$ cat config.mk
export PLATFORM = sky130hd
export DESIGN_NAME = arc_length_waypoint_sampler
export DESIGN_NICKNAME = d
export VERILOG_FILES = /design/src/design/alws_pkg.sv /design/src/design/arc_length_waypoint_sampler.sv /design/src/design/alws_isqrt.sv
export SDC_FILE = /design/constraint.sdc
export NUM_CORES = 2
export LEC_CHECK = 0
export BUFFER_PORTS_ARGS = -buffer_cell sky130_fd_sc_hd__buf_2
export CORE_MARGIN = 2
export CORE_UTILIZATION = 45
export CTS_BUF_LIST = sky130_fd_sc_hd__clkbuf_2
export DETAILED_ROUTE_END_ITERATION = 6
export PLACE_DENSITY = 0.6
export SETUP_SLACK_MARGIN = 0.2
export SYNTH_ARGS = -nofsm -noshare
export SYNTH_HDL_FRONTEND = slang
export SYNTH_SLANG_ARGS = --single-unit
$ cat constraint.sdc
create_clock -name i_clk -period 25.2 [get_ports i_clk]
set_input_delay 3.78 -clock i_clk [delete_from_list [all_inputs] [get_ports i_clk]]
set_output_delay 3.78 -clock i_clk [all_outputs]
set_load 0.1 [all_outputs]
$ cat src/design/alws_pkg.sv
// ----------------------------------------------------------------------------
// alws_pkg: shared types and constants of the waypoint sampler
// Sequencer states, length width, spacing width and its reset value.
// ----------------------------------------------------------------------------
package alws_pkg;

    localparam int LEN_BITS     = 40;
    localparam int SPACING_BITS = 16;

    localparam logic [SPACING_BITS-1:0] SPACING_RESET = 16'd768;
    localparam logic [LEN_BITS-1:0]     LEN_MAX       = {LEN_BITS{1'b1}};

    typedef enum logic [3:0] {
        S_IDLE,
        S_DIFF,
        S_SQX,
        S_SQY,
        S_SUM,
        S_START,
        S_ROOT,
        S_ACCUM,
        S_CMP,
        S_LOAD,
        S_OUT
    } t_state;

endpackage

$ cat src/design/arc_length_waypoint_sampler.sv
// ----------------------------------------------------------------------------
// arc_length_waypoint_sampler: arc-length resampling of a point path
// Accumulates Euclidean segment lengths and picks a point index, at most one per
// segment, as the length passes the next multiple of the spacing; also path start and end.
// ----------------------------------------------------------------------------
//
//  channel | direction | handshake                 | beat contents
//  --------+-----------+---------------------------+------------------------------
//  in      | input     | i_in_valid / o_in_ready   | i_pos_x, i_pos_y, i_path_end
//  out     | output    | o_out_valid / i_out_ready | o_point_index, o_end_of_path,
//          |           |                           | o_last_of_run
//  cfg     | input     | i_cfg_valid / o_cfg_ready | i_cfg_sample_spacing
//
//  The first point of a path produces no beat. Every later point steps through
//  the difference, square, sum, start, bit-serial square root, accumulate and
//  compare states, then a load and an output state per result beat;
//  o_in_ready stays low until the last beat is taken.
//  A stalled output holds its beat and the sequencer waits in place.
//  Spacing beats are taken only while the sequencer is idle.
//  Synchronous active-low reset restores spacing 768 and an empty path.
//
module arc_length_waypoint_sampler #(
    parameter int COORD_BITS = 24,
    parameter int INDEX_BITS = 16
) (
    input  logic                  i_clk,
    input  logic                  i_rst_n,
    // point channel
    input  logic                  i_in_valid,
    output logic                  o_in_ready,
    input  logic [COORD_BITS-1:0] i_pos_x,
    input  logic [COORD_BITS-1:0] i_pos_y,
    input  logic                  i_path_end,
    // sample channel
    output logic                  o_out_valid,
    input  logic                  i_out_ready,
    output logic [INDEX_BITS-1:0] o_point_index,
    output logic                  o_end_of_path,
    output logic                  o_last_of_run,
    // spacing register write
    input  logic                  i_cfg_valid,
    output logic                  o_cfg_ready,
    input  logic [alws_pkg::SPACING_BITS-1:0] i_cfg_sample_spacing
);

    import alws_pkg::*;

    localparam int ROOT_BITS = COORD_BITS + 1;
    localparam int PROD_BITS = 2 * COORD_BITS;
    localparam int SQ_BITS   = 2 * COORD_BITS + 1;
    localparam int SEEN_BITS = INDEX_BITS + 1;

    // pending result slots, in emission order
    localparam int P_ZERO = 0;
    localparam int P_HIT  = 1;
    localparam int P_END  = 2;

    t_state r_state, n_state;

    // path state
    logic [COORD_BITS-1:0]   r_prev_x, r_prev_y;
    logic [SEEN_BITS-1:0]    r_seen;
    logic [LEN_BITS-1:0]     r_len;
    logic [LEN_BITS-1:0]     r_thr;
    logic [SPACING_BITS-1:0] r_spacing;

    // item in flight
    logic [COORD_BITS-1:0]   r_x, r_y;
    logic                    r_end;
    logic [COORD_BITS-1:0]   r_dx, r_dy;
    logic [PROD_BITS-1:0]    r_prod, r_acc;
    logic [SQ_BITS-1:0]      r_sq;
    logic [2:0]              r_pend;
    logic [INDEX_BITS-1:0]   r_hit_idx, r_end_idx;

    // output register
    logic [INDEX_BITS-1:0]   r_out_idx;
    logic                    r_out_end;
    logic                    r_out_last;

    // combinational helpers
    logic signed [COORD_BITS:0] n_diff_x, n_diff_y;
    logic [COORD_BITS-1:0]      n_mul_op;
    logic [LEN_BITS:0]          n_len_sum, n_thr_sum;
    logic                       n_hit;
    logic [2:0]                 n_pend_cmp;
    logic [2:0]                 n_pend_left;
    logic [SEEN_BITS-1:0]       n_seen_dec;

    // sqrt unit
    logic                 w_sq_start;
    logic                 w_sq_done;
    logic [ROOT_BITS-1:0] w_root;

    // clamp a point count to the index range
    function automatic logic [INDEX_BITS-1:0] sat_index(input logic [SEEN_BITS-1:0] v);
        sat_index = v[SEEN_BITS-1] ? {INDEX_BITS{1'b1}} : v[INDEX_BITS-1:0];
    endfunction

    alws_isqrt #(
        .ROOT_BITS (ROOT_BITS)
    ) u_isqrt (
        .i_clk      (i_clk),
        .i_rst_n    (i_rst_n),
        .i_start    (w_sq_start),
        .i_radicand ({1'b0, r_sq}),
        .o_done     (w_sq_done),
        .o_root     (w_root)
    );

    // datapath arithmetic
    always_comb begin
        n_diff_x   = $signed({r_x[COORD_BITS-1], r_x})
                   - $signed({r_prev_x[COORD_BITS-1], r_prev_x});
        n_diff_y   = $signed({r_y[COORD_BITS-1], r_y})
                   - $signed({r_prev_y[COORD_BITS-1], r_prev_y});
        // one multiplier, squared dx first, then dy
        n_mul_op   = (r_state == S_SQX) ? r_dx : r_dy;
        n_len_sum  = {1'b0, r_len} + (LEN_BITS + 1)'(w_root);
        n_thr_sum  = {1'b0, r_thr} + (LEN_BITS + 1)'(r_spacing);
        n_hit      = (r_len > r_thr);
        n_pend_cmp = {r_end, n_hit, (r_seen == SEEN_BITS'(1))};
        n_seen_dec = r_seen - SEEN_BITS'(1);
        // drop the lowest pending slot
        n_pend_left = r_pend & (r_pend - 3'd1);
    end

    // next state
    always_comb begin
        n_state = r_state;
        case (r_state)
            S_IDLE: begin
                if (i_in_valid && (r_seen != '0)) n_state = S_DIFF;
            end
            S_DIFF:  n_state = S_SQX;
            S_SQX:   n_state = S_SQY;
            S_SQY:   n_state = S_SUM;
            S_SUM:   n_state = S_START;
            S_START: n_state = S_ROOT;
            S_ROOT: begin
                if (w_sq_done) n_state = S_ACCUM;
            end
            S_ACCUM: n_state = S_CMP;
            S_CMP: begin
                n_state = (n_pend_cmp != 3'b000) ? S_LOAD : S_IDLE;
            end
            S_LOAD:  n_state = S_OUT;
            S_OUT: begin
                if (i_out_ready) n_state = (r_pend != 3'b000) ? S_LOAD : S_IDLE;
            end
            default: n_state = S_IDLE;
        endcase
    end

    // state-driven outputs
    always_comb begin
        o_in_ready  = (r_state == S_IDLE);
        o_out_valid = (r_state == S_OUT);
        o_cfg_ready = (r_state == S_IDLE);
        w_sq_start  = (r_state == S_START);
    end

    assign o_point_index = r_out_idx;
    assign o_end_of_path = r_out_end;
    assign o_last_of_run = r_out_last;

    // control registers
    always_ff @(posedge i_clk) begin
        if (!i_rst_n) begin
            r_state   <= S_IDLE;
            r_prev_x  <= '0;
            r_prev_y  <= '0;
            r_seen    <= '0;
            r_len     <= '0;
            r_thr     <= LEN_BITS'(SPACING_RESET);
            r_spacing <= SPACING_RESET;
            r_pend    <= '0;
        end else begin
            r_state <= n_state;
            case (r_state)
                S_IDLE: begin
                    // first point of a path: remember it, or drop a lone point
                    if (i_in_valid && (r_seen == '0)) begin
                        if (i_path_end) begin
                            r_prev_x <= '0;
                            r_prev_y <= '0;
                            r_len    <= '0;
                            r_thr    <= LEN_BITS'(r_spacing);
                        end else begin
                            r_prev_x <= i_pos_x;
                            r_prev_y <= i_pos_y;
                            r_seen   <= SEEN_BITS'(1);
                        end
                    end
                end
                S_ACCUM: begin
                    r_len <= n_len_sum[LEN_BITS] ? LEN_MAX : n_len_sum[LEN_BITS-1:0];
                end
                S_CMP: begin
                    r_pend <= n_pend_cmp;
                    if (r_end) begin
                        // restart the path
                        r_prev_x <= '0;
                        r_prev_y <= '0;
                        r_seen   <= '0;
                        r_len    <= '0;
                        r_thr    <= LEN_BITS'(r_spacing);
                    end else begin
                        r_prev_x <= r_x;
                        r_prev_y <= r_y;
                        if (r_seen != {SEEN_BITS{1'b1}}) r_seen <= r_seen + SEEN_BITS'(1);
                        if (n_hit) begin
                            r_thr <= n_thr_sum[LEN_BITS] ? LEN_MAX
                                                         : n_thr_sum[LEN_BITS-1:0];
                        end
                    end
                end
                S_LOAD: begin
                    r_pend <= n_pend_left;
                end
                default: begin
                end
            endcase
            // spacing write, only while idle
            if (i_cfg_valid && o_cfg_ready) begin
                r_spacing <= i_cfg_sample_spacing;
                if (r_seen == '0) r_thr <= LEN_BITS'(i_cfg_sample_spacing);
            end
        end
    end

    // payload registers
    always_ff @(posedge i_clk) begin
        case (r_state)
            S_IDLE: begin
                r_x   <= i_pos_x;
                r_y   <= i_pos_y;
                r_end <= i_path_end;
            end
            S_DIFF: begin
                r_dx <= n_diff_x[COORD_BITS] ? COORD_BITS'(-n_diff_x)
                                             : n_diff_x[COORD_BITS-1:0];
                r_dy <= n_diff_y[COORD_BITS] ? COORD_BITS'(-n_diff_y)
                                             : n_diff_y[COORD_BITS-1:0];
            end
            S_SQX: begin
                r_prod <= n_mul_op * n_mul_op;
            end
            S_SQY: begin
                r_acc  <= r_prod;
                r_prod <= n_mul_op * n_mul_op;
            end
            S_SUM: begin
                r_sq <= {1'b0, r_acc} + {1'b0, r_prod};
            end
            S_CMP: begin
                r_hit_idx <= sat_index(n_seen_dec);
                r_end_idx <= sat_index(r_seen);
            end
            S_LOAD: begin
                // start point first, then the crossing, then the path end
                if (r_pend[P_ZERO]) begin
                    r_out_idx <= '0;
                    r_out_end <= 1'b0;
                end else if (r_pend[P_HIT]) begin
                    r_out_idx <= r_hit_idx;
                    r_out_end <= 1'b0;
                end else begin
                    r_out_idx <= r_end_idx;
                    r_out_end <= r_pend[P_END];
                end
                r_out_last <= (n_pend_left == 3'b000);
            end
            default: begin
            end
        endcase
    end

    // the two channels never overlap: a beat waits while input is held off
    a_no_overlap: assert property (@(posedge i_clk) disable iff (!i_rst_n)
        !(o_in_ready && o_out_valid))
        else $error("input ready while a result beat is offered");

    // the root finishes only while the sequencer waits for it
    a_root_done: assert property (@(posedge i_clk) disable iff (!i_rst_n)
        w_sq_done |-> (r_state == S_ROOT))
        else $error("square root finished outside its wait state");

    // the last beat of a run leaves nothing pending
    a_last_clean: assert property (@(posedge i_clk) disable iff (!i_rst_n)
        (o_out_valid && o_last_of_run) |-> (r_pend == 3'b000))
        else $error("last beat flagged with results still pending");

    // an empty path has no accumulated length
    a_empty_len: assert property (@(posedge i_clk) disable iff (!i_rst_n)
        (r_seen == '0) |-> (r_len == '0))
        else $error("length kept without a path in progress");

    // a run of beats ends with the last flag before input is taken again
    a_run_closed: assert property (@(posedge i_clk) disable iff (!i_rst_n)
        (o_out_valid && i_out_ready && !o_last_of_run) |=> !o_in_ready)
        else $error("run left open when input reopened");

endmodule

$ cat src/design/alws_isqrt.sv
// ----------------------------------------------------------------------------
// alws_isqrt: bit-serial integer square root
// Restoring digit-by-digit root, one result bit per cycle, floor result.
// ----------------------------------------------------------------------------
module alws_isqrt #(
    parameter int ROOT_BITS = 25
) (
    input  logic                   i_clk,
    input  logic                   i_rst_n,
    input  logic                   i_start,
    input  logic [2*ROOT_BITS-1:0] i_radicand,
    output logic                   o_done,
    output logic [ROOT_BITS-1:0]   o_root
);

    localparam int RAD_BITS = 2 * ROOT_BITS;
    localparam int REM_BITS = ROOT_BITS + 3;
    localparam int CNT_BITS = $clog2(ROOT_BITS + 1);

    logic                 r_busy;
    logic                 r_done;
    logic [CNT_BITS-1:0]  r_cnt;
    logic [RAD_BITS-1:0]  r_rad;
    logic [REM_BITS-1:0]  r_rem;
    logic [ROOT_BITS-1:0] r_root;

    logic [REM_BITS-1:0]  n_rem_sh;
    logic [REM_BITS-1:0]  n_trial;
    logic                 n_fit;

    // bring down the next two radicand bits and try a one digit
    always_comb begin
        n_rem_sh = {r_rem[REM_BITS-3:0], r_rad[RAD_BITS-1 -: 2]};
        n_trial  = {1'b0, r_root, 2'b01};
        n_fit    = (n_rem_sh >= n_trial);
    end

    always_ff @(posedge i_clk) begin
        if (!i_rst_n) begin
            r_busy <= 1'b0;
            r_done <= 1'b0;
            r_cnt  <= '0;
        end else begin
            r_done <= 1'b0;
            if (i_start) begin
                r_busy <= 1'b1;
                r_cnt  <= CNT_BITS'(ROOT_BITS);
                r_rad  <= i_radicand;
                r_rem  <= '0;
                r_root <= '0;
            end else if (r_busy) begin
                r_rad  <= {r_rad[RAD_BITS-3:0], 2'b00};
                r_rem  <= n_fit ? (n_rem_sh - n_trial) : n_rem_sh;
                r_root <= {r_root[ROOT_BITS-2:0], n_fit};
                r_cnt  <= r_cnt - CNT_BITS'(1);
                if (r_cnt == CNT_BITS'(1)) begin
                    r_busy <= 1'b0;
                    r_done <= 1'b1;
                end
            end
        end
    end

    assign o_done = r_done;
    assign o_root = r_root;

endmodule

# After elaboration in Yosys (flattened, before gate mapping)
# Index checks and enable logic that the tools add are counted.
[classes]
add_sub_neg = 12
n_mul = 1
order_cmp = 2
n_eq_ne = 21
mux = 48
n_bitwise = 3
reduce_logical = 22
[ops]
columns = ["cell", "count"]
rows = [
  ["40-bit two-way mux", 11],
  ["24-bit two-way mux", 9],
  ["40-bit case mux with 3 select lines", 1],
  ["24-bit case mux with 2 select lines", 2],
  ["40-bit case mux with 2 select lines", 1],
  ["17-bit two-way mux", 4],
  ["26-bit two-way mux", 2],
  ["50-bit two-way mux", 1],
  ["24-bit by 24-bit subtractor with 25-bit output", 2],
  ["48-bit by 48-bit adder with 49-bit output", 1],
  ["49-bit two-way mux", 1],
  ["24-bit by 24-bit multiplier with 48-bit output", 1],
  ["24-bit negator", 2],
  ["4-bit case mux with 11 select lines", 1],
  ["40-bit by 16-bit adder with 41-bit output", 1],
  ["40-bit by 25-bit adder with 41-bit output", 1],
  ["40-bit greater-than comparator", 1],
  ["17-bit case mux with 2 select lines", 1],
  ["28-bit by 27-bit greater-or-equal comparator with 1-bit output", 1],
  ["26-bit subtractor", 1],
  ["25-bit two-way mux", 1],
  ["4-bit two-way mux", 5],
  ["17-bit by 1-bit adder with 17-bit output, second input constant", 1],
  ["17-bit by 1-bit equality test with 1-bit output, second input constant", 1],
  ["other kinds (30)", 56],
]
[word_totals]
register_bits = 568
input_bits = 70
output_inout_bits = 21
wordCells = 138

# Logic depth before layout (Yosys ltp)
[depth]
ltp_word = 7
ltp_mapped = 35
depth_no_buf = 32

# Cells and area by module
# From an unflattened synthesis, not the netlist that was laid out.
[unflattened]
cells_unflattened = 5088
hier_area_um2 = 48879.4
[by_module_without_submodules]
columns = ["mod", "n_inst", "cells_each", "area_each_um2", "seq_area_each_um2"]
rows = [
  ["arc_length_waypoint_sampler", 1, 4557, 42827.3, 12071.6],
  ["alws_isqrt", 1, 531, 6052.1, 3173.0],
]

# Worst setup path before layout
# OpenSTA, ideal clock, no wires.
[synth_path]
kind = "register to output"
from = "register r_state[2]"
to = "output o_in_ready"
t_arrival_ps = 9504
t_required_ps = 21420
setup_slack_ps = 11916
path_stages_with_launch = 4
path_buffers = 2
path_cell_list = "dfxtp_1 clkbuf_1 nor4_1 buf_4"
[synth_between]
elab_chain_cells = 1
[synth_rtl]
columns = ["item", "line_no", "source"]
rows = [
  ["start: declaration", "arc_length_waypoint_sampler.sv:58", "t_state r_state, n_state;"],
  ["start signal: assignment", "arc_length_waypoint_sampler.sv:179", "r_state <= n_state;"],
  ["4-bit zero test", "n/a", ""],
  ["end: declaration", "arc_length_waypoint_sampler.sv:30", "output logic o_in_ready,"],
]
# No other way between the ends.

# Worst setup path in the final report
[layout_path]
from = "register r_state[1]"
to = "register r_prod[45], data pin"
[layout_between]
elab_chain_cells = 3
[layout_rtl]
columns = ["item", "line_no", "source"]
rows = [
  ["4-bit by 2-bit equality test with 1-bit output", "arc_length_waypoint_sampler.sv:118, arc_length_waypoint_sampler.sv:234", ""],
  ["24-bit two-way mux", "arc_length_waypoint_sampler.sv:118", "n_mul_op = (r_state == S_SQX) ? r_dx : r_dy;"],
  ["24-bit by 24-bit multiplier with 48-bit output", "arc_length_waypoint_sampler.sv:247, arc_length_waypoint_sampler.sv:251", ""],
  ["end signal: assignment", "arc_length_waypoint_sampler.sv:247", "r_prod <= n_mul_op * n_mul_op;"],
  ["end signal: assignment", "arc_length_waypoint_sampler.sv:251", "r_prod <= n_mul_op * n_mul_op;"],
  ["end: declaration", "arc_length_waypoint_sampler.sv:71", "logic [PROD_BITS-1:0] r_prod, r_acc;"],
]
# No other way between the ends.
# A chain may end at the register's enable or synchronous reset.

==> metrics.cfg <==
[outcome]
outcome = finished with violations
violations = DRC

[logic_synthesis]
synth-edff-count = 391
ys_seq_elements = 566
syn_avg_cell_area_sq_um = 9.57
synth_area_sq_um = 47700
synth_cell_type_count = 85
synth-seq-area-share_pct = 32.0
synth_nets = 5869
synth_ff_type = edfxtp_1
synthCells = 4982
synthArstFlopShare_pct = 0
yosysWarningCount = 0

[global_routing]
gr-total-overflow = 0
grt_pass1_vias = 35575
grt_antenna_before_repair = 2
grt_usage_pct = 21.4
gr-usage-met1_pct = 28.0
grt_start_max_net_pins = 98
busiest_layer = met2
use_met3_pct = 3.34
grt_pass1_wl_um = 186000
grtUsageMet2_pct = 35.7

[critical_path]
crit_buf_inv = 9
critPathSlowestCell = clkinv_1
cp-end-kind = flip-flop
critical_path.top_delay_family = adder cells
crit_start = r_state[1]
crit_cells = 32
cp-start-kind = flip-flop
critPathArrivalTime_ps = 11410
reg2reg_from = r_state[1]
path_max_fanout = 29
critical_path_required_ps = 26310
r2r_cells = 32
path_class = reg -> reg
cp_slowest_stage_delay_ps = 970

[place]
dpl.hpwl_um = 84800
port_buffers = 90
gp_congestion = 0.911

[clocking]
clock_path_buffers = 3
cts_num_sinks = 566
cts-hold-fix-buffers = 0
cts_tree = yes
cts_root_buffer = clkbuf_2
clkTransAtPathRegs_ps = 110
insertion_delay_ps = 1430
cts_htree_levels = 4
cts_setup_buffers = 0
numCtsBuffers = 158
postCtsResizedCells = 0

[detailed_routing]
wirelength_um = 113000
viasPerCell = 5.26
drc = 1
routedWlPerCell_um = 17.1
firstDrtPassIters = 7
via_count = 34790
drt_iter0_drc = 2108
ant_nets = 0

[die]
rows = 119
die_y_um = 329
num_io_pins = 91
die-area_sq_um = 109000
initial_core_util_pct = 45.4
coreArea_sq_um = 105000
chipWidth_um = 329

[timing]
setup_viol = 0
worst_pin_slew_ps = 1230
final_max_slew_viol_count = 0
period_needed_ps = 10290
rsz0062_at_grt = no
fmax_mhz = 97.1
skew_ps = 160
post-route-period-util_pct = 40.9
final_hold_viol_count = 0
relSlewSlack_pct = 18.1
fin_tns_setup_ps = 0

[min_path]
hold-path-cell-count = 0
hold_class = reg -> reg
hp-start = r_prod[11]

[job]
drv_cap = 0

[finish]
drive_gt1_share_pct = 8.75
final_nets = 5985
syn2layout_area_growth_pct = 7.22
final.fill_count = 10017

-- cells in the final DEF (no fill, tap or decap), types with 132 or more instances in the layout --
master	instances
a21o_1	132
a21oi_1	246
clkbuf_2	226
dfxtp_1	175
edfxtp_1	391
fa_1	438
ha_1	379
inv_1	808
nand2_1	607
nor2_1	325
o21ai_0	203
xnor2_1	168
-- layout make-up --
class	count	area, sq um	area share (%)
diodes	7	17.5	0.0343
clock buffers	226	1130	2.21
clock inverters	57	350	0.685
inverters	815	3060	5.98
multi-input cells	3425	28800	56.4
flip-flops and latches	566	15200	29.8
well taps	1391	1740	3.40
repair buffers	132	768	1.50
-- state kept, by name (all words and copies together) (netlist names), 25 cells and up --
name,flops
r_acc,47
r_len,40
r_prod,47
r_sq,49
r_thr,40
u_isqrt.o_root,25
u_isqrt.r_rad,50
u_isqrt.r_rem,26
-- Yosys cell counts (17+ instances only) --
cell type,number,share of area (%)
a21o_1,132,2.1
buf_1,23,0.18
o211a_1,56,1.2
edfxtp_1,391,25
ha_1,379,9.9
nor2b_1,37,0.49
fa_1,438,18
a31oi_1,26,0.34
a21boi_0,35,0.55
and2_1,26,0.34
a211oi_1,21,0.33
nand3_1,79,0.83
xor2_1,86,1.6
mux2i_1,32,0.67
a22oi_1,51,0.80
dfxtp_1,175,7.3
nor3_1,39,0.41
o31ai_1,22,0.35
nor2_1,329,2.6
or2_2,22,0.29
clkbuf_1,148,1.2
a21oi_1,246,2.6
mux2_2,18,0.43
o21a_1,34,0.54
xnor2_1,168,3.1
nand4_1,34,0.45
and3_1,34,0.45
or3_1,18,0.24
o21bai_1,17,0.27
o21ai_0,204,2.1
nor4_1,20,0.26
nand2b_1,33,0.43
nand2_1,607,4.8
inv_1,808,6.4
-- worst paths after layout --
| path | endpoint | slack (ps) |
|---|---|---|
| max reg2reg | r_prod[45] | 14910 |
| max | r_prod[45] | 14910 |
| min | r_acc[11] | 420 |
| min reg2reg | r_acc[11] | 420 |
-- logic make-up (layout without fill, tap and decap cells) --
family | after synthesis | in the layout | share of synthesized area (%)
flops | 566 | 566 | 32.0
other cells | 0 | 7 | 0
buf+inv | 991 | 1230 | 7.82
mux | 50 | 50 | 1.10
simple gates | 1323 | 1323 | 12.4
compound gates | 981 | 981 | 13.7
xor+xnor | 254 | 254 | 4.67
fa+ha+maj | 817 | 817 | 28.3
-- stage by stage --
stage | utilization [%] | hold WS (ps) | setup WS (ps) | std cells | cell area [sq um]
final | 48.6 | 420 | 14910 | 6619 | 51100
after global routing | 48.6 | 446 | 14330 | 6619 | 51100
after CTS | 48.6 | 435 | 15010 | 6612 | 51100
after detailed placement | 47.2 | 450 | 15060 | 6329 | 49600
after global placement | 47.2 | 448 | 15310 | 6329 | 49600
after floorplan | - | 433 | 11920 | 4982 | 47700
-- layer usage --
| layer | share of wire (%) | wire, um |
|---|---|---|
| met5 | 0 | 0 |
| met3 | 4.8 | 5400 |
| met2 | 47 | 53800 |
| met4 | 3.2 | 3620 |
| met1 | 45 | 50600 |
Power is not shown: default switching activity piles up to over one toggle a cycle in this logic, so the estimate is an artifact.
